## src/rtl/pgs_pkg.sv

```systemverilog
`default_nettype none
package pgs_pkg;

  localparam int UNIFORM_W = 24;
  localparam int VALUE_W   = 28;
  localparam int M_W       = 47;
  localparam int NORM_BITS = 30;
  localparam int RATIO_W   = 27;
  localparam int G_W       = 36;
  localparam int P_W       = 63;

  // round(2 ln 2 * 2^24)
  localparam logic [24:0] TWO_LN2_Q24 = 25'd23258160;
  // 46 * 2^30, the scale of m expressed as a log2 offset
  localparam logic [35:0] LOG_OFFSET  = 36'd46 << NORM_BITS;
  localparam logic [35:0] G_ROUND     = 36'd1 << 23;

  localparam logic [28:0] POS_LIMIT = 29'd134217727;
  localparam logic [28:0] NEG_LIMIT = 29'd134217728;

  typedef struct packed {
    logic [M_W-1:0] m;
    logic [M_W-1:0] sqx;
    logic [M_W-1:0] sqy;
    logic           neg_x;
    logic           neg_y;
  } pgs_item_t;

  typedef enum logic [9:0] {
    ST_IDLE = 10'b0000000001,
    ST_NORM = 10'b0000000010,
    ST_LOG  = 10'b0000000100,
    ST_GLO  = 10'b0000001000,
    ST_GHI  = 10'b0000010000,
    ST_DIV  = 10'b0000100000,
    ST_PLO  = 10'b0001000000,
    ST_PHI  = 10'b0010000000,
    ST_ROOT = 10'b0100000000,
    ST_EMIT = 10'b1000000000
  } pgs_state_t;

endpackage
`default_nettype wire

```

## src/rtl/pgs_queue.sv

```systemverilog
`default_nettype none
module pgs_queue #(
  parameter int DEPTH = 2
) (
  input  wire logic          clk,
  input  wire logic          rst,
  input  pgs_pkg::pgs_item_t push_item,
  input  wire logic          push_valid,
  output logic               push_ready,
  output pgs_pkg::pgs_item_t pop_item,
  output logic               pop_valid,
  input  wire logic          pop_ready
);

  localparam int AW = (DEPTH > 1) ? $clog2(DEPTH) : 1;
  localparam int CW = $clog2(DEPTH + 1);

  pgs_pkg::pgs_item_t slots [DEPTH];
  logic [AW-1:0] wr_ptr;
  logic [AW-1:0] rd_ptr;
  logic [CW-1:0] count;
  logic          do_push;
  logic          do_pop;

  assign push_ready = (count != CW'(DEPTH));
  assign pop_valid  = (count != '0);
  assign pop_item   = slots[rd_ptr];
  assign do_push    = push_valid && push_ready;
  assign do_pop     = pop_valid && pop_ready;

  always_ff @(posedge clk) begin
    if (rst) begin
      wr_ptr <= '0;
      rd_ptr <= '0;
      count  <= '0;
    end else begin
      if (do_push) begin
        wr_ptr <= (wr_ptr == AW'(DEPTH - 1)) ? '0 : wr_ptr + 1'b1;
      end
      if (do_pop) begin
        rd_ptr <= (rd_ptr == AW'(DEPTH - 1)) ? '0 : rd_ptr + 1'b1;
      end
      if (do_push && !do_pop) begin
        count <= count + 1'b1;
      end else if (do_pop && !do_push) begin
        count <= count - 1'b1;
      end
    end
    if (do_push) begin
      slots[wr_ptr] <= push_item;
    end
  end

endmodule
`default_nettype wire

```

## config.mk

```make
export PLATFORM = sky130hd
export DESIGN_NAME = pgs_queue
export DESIGN_NICKNAME = d
export VERILOG_FILES = /design/src/rtl/pgs_pkg.sv /design/src/rtl/pgs_queue.sv
export SDC_FILE = /design/constraint.sdc
export NUM_CORES = 1
export LEC_CHECK = 0
export BUFFER_PORTS_ARGS = -buffer_cell sky130_fd_sc_hd__buf_2
export CAP_MARGIN = 10
export CORE_ASPECT_RATIO = 2
export CORE_UTILIZATION = 40
export DETAILED_ROUTE_END_ITERATION = 10
export SYNTH_ARGS = -nofsm -noshare
export SYNTH_HDL_FRONTEND = slang
export SYNTH_SLANG_ARGS = --single-unit
```

## constraint.sdc

```tcl
create_clock -name clk -period 5.3 [get_ports clk]
set_clock_uncertainty 0.1 [all_clocks]
set_input_delay 0.265 -clock clk [delete_from_list [all_inputs] [get_ports clk]]
set_output_delay 0.265 -clock clk [all_outputs]
set_load 0.1 [all_outputs]
```

[After elaboration in Yosys (flattened, before gate mapping)]
Memories as Yosys holds them, arrays and structs flattened. A register that Yosys moved wholly into a read port is not among the register bits.
Cells that the tools add are included.
Storage, ports and cells
  output and inout port bits: 145
  bits in writable memories: 286
  word-level logic and storage cells: 25
  memories kept: 1
  register bits after elaboration: 4
  input bits: 147
Memory list
  slots: depth 2, bits a word 143, rd ports 1, clocked after Yosys merged registers in 1, write ports 1, line pgs_queue.sv:18  | pgs_pkg::pgs_item_t slots [DEPTH];
Cells by class
  add/subtract/negate cells: 4
  muxes and demuxes: 8
  reduce and logical (&&, ||, !) cells: 8
  eq/ne operators: 1
Operators with widths (count)
  1-bit 2-to-1 mux: 6
  1-bit logical AND: 4
  2-bit 2-to-1 mux: 2
  2-bit nonzero test: 2
  1-bit adder (second input constant): 2
  2-bit by 1-bit adder with 2-bit output (second input constant): 1
  1-bit logical NOT: 2
  2-bit != test (second input constant): 1
  2-bit by 1-bit subtractor with 2-bit output (second input constant): 1

[Logic depth before layout (Yosys ltp)]
  depth after elaboration: 6
  depth in mapped cells: 6

[Worst setup path after synthesis]
No wires, ideal clock.
  kind: register to register
  start: register count[0]
  end: memory slots[1][0] (netlist bit) (enable)
  path slack: -0.023 ns
  library setup time: 0.520 ns
  data required time: 4.680 ns
  stages on the path, launching flop included: 3
  data arrival time: 4.702 ns
  path through: dfxtp_1 nand2b_1 and3_1
On the way
  longest elaborated chain between the ends: 4
Ends and longest elaborated chain
  start, declared: line pgs_queue.sv:21  | logic [CW-1:0] count;
  start signal, assigned: line pgs_queue.sv:44  | count <= count + 1'b1;
  start signal, assigned: line pgs_queue.sv:46  | count <= count - 1'b1;
  2-bit != test: line pgs_queue.sv:25  | assign push_ready = (count != CW'(DEPTH));
  net push_ready: line pgs_queue.sv:9  | output logic push_ready,
  1-bit logical AND: line pgs_queue.sv:28  | assign do_push = push_valid && push_ready;
  1-bit 2-to-1 mux: line pgs_queue.sv:49  | if (do_push) begin
  1-bit 2-to-1 mux (implied by the code): line pgs_queue.sv:50  | slots[wr_ptr] <= push_item;
  end, declared: line pgs_queue.sv:18
The timed path passes the listed nets, and every way through them passes these cells.

==> metrics <==
number of enable-type register cells in the synthesized netlist 286; largest net degree at the start of global routing 75; total negative slack for setup checks 0 ns; instance count along the most critical hold path 4; Worst setup SP type flop; number of nets at the end of the flow about 1.1k; share of the synthesized netlist area taken by xor and xnor gates 0.00243; fraction of power consumed by the clock network 0.216; maximum number of buffers from clock root to sink 3; largest fanout of any net on the critical path 69; post-synth cell types 19; TritonCTS clock tree done; cell internal pwr 0.00484 W; global-route wire length before repair 35900 µm; I/O pin count 292; CP max stage delay around 0.83 ns; status finished clean; Post-Synth Adder-Cell Area 0.00116; GR Util All Layers 0.169; initial antenna violation count 2; DRC violation count after routing 0; dominant combinational cell family by area after synthesis multiplexers; fraction of synthesized cell area taken by the top area cell type 0.794; dominant cell by count in the synthesized netlist edfxtp_1; maximum level of the CTS H-tree 1; Synth-to-Final Area Change 38.4%; combinational fraction of design power 0.453; worst setup path class flop to output port; fill cell total of the finished layout 2129; cell taking the most area after synthesis edfxtp_1; post-detailed-route count of antenna-violating nets 0; count of standard-cell rows 84; total clock buffers created by CTS 26; top cells by instance count after synthesis 286 x edfxtp_1, 73 x mux2_2, 70 x mux2_4, 9 x buf_6, 7 x buf_2; number of failing hold endpoints at the final stage 0; highest clock frequency the design can meet between 0.3 and 0.4 GHz; data required time at the worst endpoint 4.93 ns; register area share after synthesis 0.803; transition time at the pin with the least slew margin ~1.1 ns; Static Leakage 5.75 nW; period utilisation layout 0.602; worst relative slew slack 0.258; final total power 0.00898 W; total standard cell area after synthesis 10800 µm²; setup slack, reg-to-reg 2.82 ns; proportion of synthesized area in mux cells 0.173; via count 5990; half-perimeter wire length of the detailed placement result ~15000 µm; portion of total power attributed to sequential cells 0.332; count of mapped cells out of synthesis about 470; y dimension of the die 235 µm; worst reg2reg startpoint count[0]; Via-to-Cell Ratio 4.65; proportion of register bits with asynchronous set or reset after synthesis 0; critical path's slowest cell buf_4; number of flip-flops and latches in the synthesized netlist 291; number of buffer cells added on primary ports 291; launch point of the worst hold path pop_ready; total placed instance area ~13000 µm²; DRT Pass-1 Iters 6; warning count from the yosys run 0; GP Congestion 0.762; First DRT Iteration DRCs 286; post-cts sizing count 0; starting density of the core 0.409; CTS sink cnt 291; clock root buffer master clkbuf_16; complex-gate fraction of the synthesized area 0.00278; total die area 27800 µm²; most used flip-flop cell after synthesis edfxtp_1; basic-gate share of the synthesized area counting and, or, nand and nor cells 0.00463; Congestion Overflow GR 0; Reg clk slew, reported paths 0.06 ns; Clock Latency Late Sink around 0.53 ns; Final Max Slew Viols 0; chain of cells forming the critical path buf_4 -> mux2_4 -> buf_2; RSZ-0062 raised after global routing no; Max rail drop VDD 0.000407 V; Avg Cell Area, Syn 23.1 µm²; top post-synthesis cells by area edfxtp_1 79%, mux2_4 9.7%, mux2_2 7.6%; share of layout cells above drive strength 1 0.514; switching fraction of total power 0.460; min-delay worst type input port to flop; number of nets produced by synthesis 617; Min-Delay Endpoint rd_ptr; final critical path time including I/O delays and setup 3.19 ns; die boundary width roughly 120 µm; average wire per standard cell 18.3 µm; Net Switching 0.00413 W; final setup fails 0; floorplan core area 26500 µm²; capturing point of the worst reg2reg path slots[0][65]; post-detailed-routing wire length approximately 24000 µm; number of global-route vias before repair 6828; depth of the worst register-to-register path 4; arrival time of data at the critical path endpoint around 2.8 ns; max-capacitance violation count 0; critical path capture point type output port; power per cell area 599 nW/µm²; post-route design area 15000 µm²
registers in the layout, indices dropped and copies added, names as in the netlist, named ones only:
| register | flops |
|---|---|
| slots | 286 |
| count | 2 |
| wr_ptr | 1 |
| rd_ptr | 1 |
worst max-delay path, delay by kind of cell, from the launching register on:
kind	cells	cell delay, ns
multiplexers	1	0.34
flip-flops	1	0.56
buffers and inverters	2	1.26
how the worst max path moves through the flow:
stage | startpoint | to | slack (ns) | cells after the start
after detailed placement | flop | pop_item[107] | 2.65 | 3
after global placement | flop | pop_item[107] | 2.68 | 3
after global routing | flop | pop_item[89] | 1.97 | 3
final | flop | pop_item[107] | 2.11 | 3
after floorplan | count[0] | slots[0][0] | 0.49 | 3
after CTS | flop | pop_item[107] | 2.07 | 3
cell type report:
cell class              instances  area [µm²]  share of cell area
multi-input cells             161        2000               0.133
diodes                          2        5.00            0.000334
inverters                       1        8.76            0.000585
repair buffers                442        2970               0.198
well taps                     344         430              0.0287
clock inverters                18         195              0.0130
clock buffers                  30         687              0.0459
flip-flops and latches        291        8690               0.580
layer usage:
layer | wire length, µm | vias to the layer above | share of wire | global-route usage
met5 | 0 | - | 0 | 0
met1 | 8050 | 2919 | 0.34 | 0.168
met4 | 1290 | 0 | 0.055 | 0.102
met2 | 13000 | 232 | 0.55 | 0.320
li1 | - | 2768 | - | -
met3 | 1190 | 71 | 0.051 | 0.0296
timing repair:
action	in CTS	in global routing
hold buffers	145	0
setup buffers	0	0
endpoints found under the hold margin	291	0
placed cells by master, fill, tap and decap left out, types with 4 or more instances in the layout:
cell,Yosys,layout
buf_2,7,291
buf_4,0,5
bufinv_16,0,4
clkbuf_16,0,27
clkinv_1,0,5
clkinv_2,0,5
dfxtp_1,5,4
dlygate4sd3_1,0,145
edfxtp_1,286,286
mux2_2,73,73
mux2_4,70,70
per-stage QoR:
stage / hold slack, ns / utilization / instances / setup slack, ns
detailed placement: 0.357 / 0.477 / 1094 / 2.65
finish: 0.0688 / 0.566 / 1289 / 2.11
floorplan: 0.234 / - / 469 / 0.491
CTS: 0.0487 / 0.565 / 1287 / 2.07
global route: 0.0768 / 0.566 / 1289 / 1.97
global placement: 0.354 / 0.477 / 1094 / 2.68
power groups by stage:
| stage | sequential [W] | clock [W] | combinational, W |
|---|---|---|---|
| after floorplan | 0.00300 | 0 | 0.00351 |
| after global placement | 0.00301 | 0 | 0.00397 |
| after detailed placement | 0.00303 | 0 | 0.00399 |
| after CTS | 0.00298 | 0.00198 | 0.00409 |
| after global routing | 0.00300 | 0.00206 | 0.00418 |
| final | 0.00298 | 0.00193 | 0.00406 |
cell families (layout without fill, tap and decap cells):
logic type | count (synthesis) | after routing
and+or+nand+nor | 9 | 9
other | 0 | 2
xor gates and xnor gates | 3 | 3
adders and majority gates | 1 | 1
DFF | 291 | 291
AOI/OAI and AO/OA | 5 | 5
buffers and inverters | 17 | 491
muxes | 143 | 143
(Power assumes the default switching activity.)
