## src/rtl/pgs_pkg.sv

```systemverilog
`default_nettype none
package pgs_pkg;

  localparam int UNIFORM_W = 24;
  localparam int VALUE_W   = 28;
  localparam int M_W       = 47;
  localparam int NORM_BITS = 30;
  localparam int RATIO_W   = 27;
  localparam int G_W       = 36;
  localparam int P_W       = 63;

  // round(2 ln 2 * 2^24)
  localparam logic [24:0] TWO_LN2_Q24 = 25'd23258160;
  // 46 * 2^30, the scale of m expressed as a log2 offset
  localparam logic [35:0] LOG_OFFSET  = 36'd46 << NORM_BITS;
  localparam logic [35:0] G_ROUND     = 36'd1 << 23;

  localparam logic [28:0] POS_LIMIT = 29'd134217727;
  localparam logic [28:0] NEG_LIMIT = 29'd134217728;

  typedef struct packed {
    logic [M_W-1:0] m;
    logic [M_W-1:0] sqx;
    logic [M_W-1:0] sqy;
    logic           neg_x;
    logic           neg_y;
  } pgs_item_t;

  typedef enum logic [9:0] {
    ST_IDLE = 10'b0000000001,
    ST_NORM = 10'b0000000010,
    ST_LOG  = 10'b0000000100,
    ST_GLO  = 10'b0000001000,
    ST_GHI  = 10'b0000010000,
    ST_DIV  = 10'b0000100000,
    ST_PLO  = 10'b0001000000,
    ST_PHI  = 10'b0010000000,
    ST_ROOT = 10'b0100000000,
    ST_EMIT = 10'b1000000000
  } pgs_state_t;

endpackage
`default_nettype wire

```

## src/rtl/pgs_if.sv

```systemverilog
`default_nettype none
interface pgs_in_if;
  logic        valid;
  logic        ready;
  logic [23:0] first_uniform;
  logic [23:0] second_uniform;
  modport source (output valid, output first_uniform, output second_uniform, input ready);
  modport sink (input valid, input first_uniform, input second_uniform, output ready);
endinterface

`default_nettype wire

```

## src/rtl/pgs_front.sv

```systemverilog
`default_nettype none
module pgs_front (
  input  wire logic          clk,
  input  wire logic          rst,
  pgs_in_if.sink             uniforms,
  output pgs_pkg::pgs_item_t item,
  output logic               item_valid,
  input  wire logic          item_ready
);

  logic        a_valid;
  logic [46:0] a_sqx;
  logic [46:0] a_sqy;
  logic        a_neg_x;
  logic        a_neg_y;
  logic        b_valid;
  logic        b_keep;
  pgs_pkg::pgs_item_t b_item;

  logic [23:0] ax;
  logic [23:0] ay;
  logic [47:0] sqx_full;
  logic [47:0] sqy_full;
  logic [47:0] m_full;
  logic        adv_a;
  logic        adv_b;

  // Magnitude of u - 2^23; the coordinate is negative when the top bit is clear.
  always_comb begin
    ax = uniforms.first_uniform[23] ? {1'b0, uniforms.first_uniform[22:0]}
                                    : 24'h800000 - {1'b0, uniforms.first_uniform[22:0]};
    ay = uniforms.second_uniform[23] ? {1'b0, uniforms.second_uniform[22:0]}
                                     : 24'h800000 - {1'b0, uniforms.second_uniform[22:0]};
    sqx_full = ax * ax;
    sqy_full = ay * ay;
    m_full   = {1'b0, a_sqx} + {1'b0, a_sqy};
  end

  assign adv_b = !b_valid || !b_keep || item_ready;
  assign adv_a = !a_valid || adv_b;
  assign uniforms.ready = adv_a;
  assign item_valid = b_valid && b_keep;
  assign item = b_item;

  always_ff @(posedge clk) begin
    if (rst) begin
      a_valid <= 1'b0;
      b_valid <= 1'b0;
    end else begin
      if (adv_a) begin
        a_valid <= uniforms.valid;
      end
      if (adv_b) begin
        b_valid <= a_valid;
      end
    end
    if (adv_a && uniforms.valid) begin
      a_sqx   <= sqx_full[46:0];
      a_sqy   <= sqy_full[46:0];
      a_neg_x <= !uniforms.first_uniform[23];
      a_neg_y <= !uniforms.second_uniform[23];
    end
    if (adv_b && a_valid) begin
      b_keep       <= (m_full[47:46] == 2'b00) && (m_full != 48'd0);
      b_item.m     <= m_full[46:0];
      b_item.sqx   <= a_sqx;
      b_item.sqy   <= a_sqy;
      b_item.neg_x <= a_neg_x;
      b_item.neg_y <= a_neg_y;
    end
  end

endmodule
`default_nettype wire

```

## src/flat_wrapper.sv

```systemverilog
// flat-port wrapper written by rule: the top's interface ports become plain ports
module pgs_front_flat 
  (clk, rst, item, item_valid, item_ready, uniforms_valid, uniforms_first_uniform, uniforms_second_uniform, uniforms_ready);
  pgs_in_if uniforms_i ();
  input  wire logic clk;
  input  wire logic rst;
  output pgs_pkg::pgs_item_t item;
  output logic item_valid;
  input  wire logic item_ready;
  input wire logic [$bits(uniforms_i.valid)-1:0] uniforms_valid;
  input wire logic [$bits(uniforms_i.first_uniform)-1:0] uniforms_first_uniform;
  input wire logic [$bits(uniforms_i.second_uniform)-1:0] uniforms_second_uniform;
  output wire logic [$bits(uniforms_i.ready)-1:0] uniforms_ready;
  assign uniforms_i.valid = uniforms_valid;
  assign uniforms_i.first_uniform = uniforms_first_uniform;
  assign uniforms_i.second_uniform = uniforms_second_uniform;
  assign uniforms_ready = uniforms_i.ready;
  pgs_front u_core (.clk(clk), .rst(rst), .uniforms(uniforms_i), .item(item), .item_valid(item_valid), .item_ready(item_ready));
endmodule
```

## config.mk

```make
export PLATFORM = sky130hd
export DESIGN_NAME = pgs_front_flat
export DESIGN_NICKNAME = d
export VERILOG_FILES = /design/src/rtl/pgs_pkg.sv /design/src/rtl/pgs_if.sv /design/src/rtl/pgs_front.sv /design/src/flat_wrapper.sv
export SDC_FILE = /design/constraint.sdc
export NUM_CORES = 2
export LEC_CHECK = 0
export BUFFER_PORTS_ARGS = -buffer_cell sky130_fd_sc_hd__buf_2
export CAP_MARGIN = 20
export CORE_MARGIN = 5
export CORE_UTILIZATION = 70
export DETAILED_ROUTE_END_ITERATION = 8
export PLACE_DENSITY = 0.95
export SYNTH_ARGS = -nofsm -noshare
export SYNTH_HDL_FRONTEND = slang
export SYNTH_SLANG_ARGS = --single-unit
```

## constraint.sdc

```tcl
create_clock -name clk -period 20.2 [get_ports clk]
set_input_delay 3.03 -clock clk [delete_from_list [all_inputs] [get_ports clk]]
set_output_delay 3.03 -clock clk [all_outputs]
set_load 0.05 [all_outputs]
```

After elaboration in Yosys (flattened, before gate mapping):

Index checks and enable logic that the tools add are counted.

* register bits after elaboration: 242
* bits of input ports: 52
* output and inout bits: 145
* logic and storage cells: 33

* add/sub/neg operators: 3
* multiply operators: 2
* mux-type cells: 2
* reductions and logical operators: 14

Operators with widths (number)
* multiplier 24 x 24 -> 47 bit: 2
* adder 47 x 47 -> 48 bit: 1
* 2-to-1 mux 24 bit: 2
* nonzero test 48 bit: 1
* subtractor 24 x 23 -> 24 bit (first input constant): 2
* logical NOT 1 bit: 5
* logical AND 1 bit: 4
* logical OR 1 bit: 3
* logical NOT 2 bit: 1

Longest topological paths before layout:

* depth in word-level cells: 5
* gate-level depth with buffers: 40
* gate-level depth less buffers: 37

Worst setup path before layout:

Ideal clock, no wire load.

* path kind: input port to flip-flop
* start: input port uniforms_second_uniform[0]
* end: register u_core.a_sqy[44], data pin
* library setup time: 0.255 ns
* arrival time: 11.700 ns
* data required time: 19.945 ns
* setup slack: 8.245 ns
* stages on the path: 39
* path buffers: 4
* cell sequence: clkbuf_1 > inv_1 > clkbuf_1 > ha_1 > nor2b_1 > nand2_1 > nor2_1 > nand3_1 > nor2b_1 > a21oi_1 > xnor2_1 > inv_1 > clkbuf_1 > nand2_1 > fa_1 > inv_1 > fa_1 > fa_1 > [... 3 more ...] > fa_1 > fa_1 > inv_1 > fa_1 > inv_1 > ha_1 > clkbuf_1 > a21o_1 > a21o_1 > a21o_1 > a31o_2 > a31oi_1 > inv_1 > a31oi_4 > o211ai_2 > o41a_1 > or3b_1 > and3_1

* longest elaborated chain between the ends: 3

RTL lines
* from (decl): RTL line flat_wrapper.sv:12 `input wire logic [$bits(uniforms_i.second_uniform)-1:0] uniforms_second_uniform;`
* subtractor 24 x 23 -> 24 bit: RTL line pgs_front.sv:33 `: 24'h800000 - {1'b0, uniforms.second_uniform[22:0]};`
* 2-to-1 mux 24 bit *: RTL line pgs_front.sv:32 `ay = uniforms.second_uniform[23] ? {1'b0, uniforms.second_uniform[22:0]}`
* multiplier 24 x 24 -> 47 bit *: RTL line pgs_front.sv:35 `sqy_full = ay * ay;`
* named net u_core.sqy_full[44]: RTL line pgs_front.sv:23 `logic [47:0] sqy_full;`
* to (signal assigned): RTL line pgs_front.sv:59 `a_sqy <= sqy_full[46:0];`
* to (decl): RTL line pgs_front.sv:13 `logic [46:0] a_sqy;`

The timed path passes the listed nets; every way through them passes the cells marked *.
A chain may end at the register's enable or synchronous reset.

Final worst setup path:

* start: input port uniforms_first_uniform[0]
* end: register u_core.a_sqx[44], data pin

* longest elaborated chain between the ends: 3

RTL lines
* from (decl): RTL line flat_wrapper.sv:11 `input wire logic [$bits(uniforms_i.first_uniform)-1:0] uniforms_first_uniform;`
* subtractor 24 x 23 -> 24 bit: RTL line pgs_front.sv:31 `: 24'h800000 - {1'b0, uniforms.first_uniform[22:0]};`
* 2-to-1 mux 24 bit *: RTL line pgs_front.sv:30 `ax = uniforms.first_uniform[23] ? {1'b0, uniforms.first_uniform[22:0]}`
* multiplier 24 x 24 -> 47 bit *: RTL line pgs_front.sv:34 `sqx_full = ax * ax;`
* named net u_core.sqx_full[44]: RTL line pgs_front.sv:22 `logic [47:0] sqx_full;`
* to (signal assigned): RTL line pgs_front.sv:58 `a_sqx <= sqx_full[46:0];`
* to (decl): RTL line pgs_front.sv:12 `logic [46:0] a_sqx;`

Marked as above.

==> key figures <==
Worst setup path
  • WP data arrival: 14.55 ns
  • Slowest stage cell, crit path: clkinv_1
  • CP max stage delay: 0.87 ns
  • Crit path launch type: input port
  • Crit Path Class: in -> reg
  • CP required: 20.50 ns
  • Most common cell on crit path: fa_1
  • Setup crit end kind: flip-flop
  • CP Max Fanout: 17

Synth
  • Syn. warnings: 0
  • Seq/Total Area, Yosys: 17.0%
  • Post-synth EDFFs: 236
  • Post-synthesis average cell area: 9.82 sq um
  • Asr flop ratio synth: 0%
  • Mapped Area: 41900 sq um
  • Top FF cell, synth: edfxtp_1
  • Syn Inst Count: 4260
  • Synth cell types: 77
  • Yosys reg bits: 238

Floorplanning
  • Chip height: 255 um
  • CORE AREA: 59100 sq um
  • # IOs: 197
  • # rows: 89
  • Initial core utilization: 70.8%
  • Chip width: 255 um
  • Die ar.: 64800 sq um

Final layout
  • Layout cells sized above 1: 6.88%
  • Fill count: 3391
  • Design Area, Final: 44800 sq um
  • Layout area overhead: 7.02%
  • Post-route insts no fill: 5254
  • Nets: 5743

STA
  • Final Max Tran Viols: 0
  • Worst-margin pin slew: 1.28 ns
  • FMAX: 70.2 MHz
  • Hold violation total from the final report: 0
  • Final Cycle Share: 70.6%
  • RSZ-0062 raised after global routing: no
  • Post-layout minimum cycle time: 14.25 ns
  • Setup tns final: 0 ns
  • Final setup violation count: 0
  • Clk_skew: 0.0510 ns
  • Slew Limit Headroom: 14.1%

GRT
  • Pin count of the biggest net entering global routing: 85
  • Initial antenna violation count: 9
  • Vias in the first global route: 36800
  • GRT overflow: 0
  • All-Layer GR Usage: 37.4%
  • First-pass GRT wire length: 187000 um

Clock tree
  • CTS sink count: 238
  • H-Tree Depth: 1
  • CTS root buffer: clkbuf_16
  • CTS Buffer Depth: 3
  • Resized cells post-CTS: 0
  • Hold_buf cts: 0
  • Post-CTS setup buffers: 0
  • Clock Pin Slew Worst Setup and Hold Paths: 0.06 ns
  • CTS tree: built
  • Clock Latency Late Sink: 0.60 ns
  • CTS buffer count: 25

Placed design
  • Final HPWL DP: 93900 um
  • Port Buf Inserts: 194
  • Dpl cells: 5205
  • Placement Cell Area: 43900 sq um
  • Gpl congestion: 0.995

Route
  • Initial DRT Pass Iterations: 7
  • Initial DRC count: 3455
  • # DRC: 0
  • Avg WL per Cell: 22.6 um
  • Drt via density: 6.16
  • WL final: 119000 um
  • DR vias: 32400
  • Remaining antenna violation count: 0

Worst hold path
  • HP Class: reg -> reg

Outcome
  • Status: finished, final reports clean

Job
  • Max-Cap Viols: 0
-- logic make-up after synthesis --
family | count (synthesis) | share of synthesized area [%]
compound gates | 401 | 6.17
other cells | 2 | 0.0179
buf+inv | 1314 | 11.8
mux | 7 | 0.176
xor+xnor | 185 | 3.89
simple gates | 883 | 8.98
flops | 238 | 17.0
fa+ha+maj | 1230 | 51.9
-- cells in the mapped netlist, types with 4 or more instances --
cell type	count	area, sq um
o21a_1	14	105
o211ai_1	5	37.5
clkbuf_1	94	353
nand3_1	26	130
o221ai_1	4	35.0
o21ai_0	64	320
nand3b_1	5	37.5
nor4_1	14	87.6
o31ai_1	4	30.0
nor3_1	36	180
a311oi_1	5	43.8
nand4_1	20	125
and3_1	16	100
and2_1	15	93.8
edfxtp_1	236	7090
nand2b_1	10	62.6
o21bai_1	20	150
and4_1	4	35.0
fa_1	845	16900
xnor2_1	123	1080
nor2_1	325	1220
xor2_1	61	534
a21oi_1	142	711
a31oi_1	17	106
a31o_2	4	35.0
clkinv_1	7	26.3
a21o_1	66	495
a21boi_0	4	30.0
ha_1	385	4820
nand2_1	377	1420
a211oi_1	11	82.6
nor2b_1	17	106
inv_1	1205	4520
mux2i_1	4	40.0
-- cells in the final DEF (no fill, tap or decap), types with 45 or more instances in the layout --
cell type     n
inv_1      1205
buf_2       194
ha_1        385
o21ai_0      64
edfxtp_1    236
nand2_1     377
a21o_1       66
xnor2_1     121
nor2_1      325
xor2_1       57
buf_4        45
fa_1        845
a21oi_1     142
-- per-layer routing --
metal  wire (um)  up-vias  global-route usage (%)
li1            -    13300                       -
met1       36100    15600                    42.0
met2       55500     2560                    61.0
met3       16800      911                    13.1
met4       10200       10                    24.3
met5          65        -                       0
-- state kept, by name, indices dropped and copies added (netlist names) --
register and flops:
u_core.b_keep 1, u_core.a_neg_x 1, u_core.a_valid 1, u_core.a_sqy 46
u_core.item 141, u_core.a_sqx 46, u_core.b_valid 1, u_core.a_neg_y 1
-- critical path: cells and delay by family --
kind	cells	cell delay (ns)
AO/OA/AOI/OAI	7	1.86
adder cells (fa/ha/maj)	9	4.28
AND/OR/NAND/NOR	7	2.49
XOR/XNOR	2	0.99
buffers and inverters	7	1.86
-- through the flow --
| step | hold slack, ns | util [%] | setup WS (ns) |
|---|---|---|---|
| after floorplan | 0.400 | - | 8.25 |
| after global placement | 0.401 | 74.3 | 6.94 |
| after detailed placement | 0.408 | 74.3 | 6.16 |
| after CTS | 0.430 | 75.7 | 6.48 |
| after global routing | 0.438 | 75.7 | 5.51 |
| final | 0.434 | 75.8 | 5.95 |
-- layout make-up --
| cell class | count | area, sq um | area share (%) |
|---|---|---|---|
| diodes | 2 | 5.00 | 0.0112 |
| repair buffers | 239 | 1310 | 2.92 |
| clock buffers | 30 | 644 | 1.44 |
| flip-flops and latches | 238 | 7130 | 15.9 |
| multi-input cells | 2743 | 30000 | 66.9 |
| clock inverters | 15 | 210 | 0.469 |
| well taps | 773 | 967 | 2.16 |
| inverters | 1214 | 4560 | 10.2 |
-- path summary, 6_finish.rpt --
check / from / to / slack [ns] / cells past startpoint
worst min register to register: u_core.a_neg_y$_DFFE_PP_ / u_core.item[0]$_DFFE_PP_ / 0.43 / 0
worst max register to register: u_core.a_sqy[10]$_DFFE_PP_ / u_core.b_keep$_DFFE_PP_ / 15.27 / 12
worst max-delay path: uniforms_first_uniform[0] / u_core.a_sqx[44]$_DFFE_PP_ / 5.95 / 32
worst min-delay path: u_core.a_neg_y$_DFFE_PP_ / u_core.item[0]$_DFFE_PP_ / 0.43 / 0
Power is not shown: default switching activity piles up to over one toggle a cycle in this logic, so the estimate is an artifact.
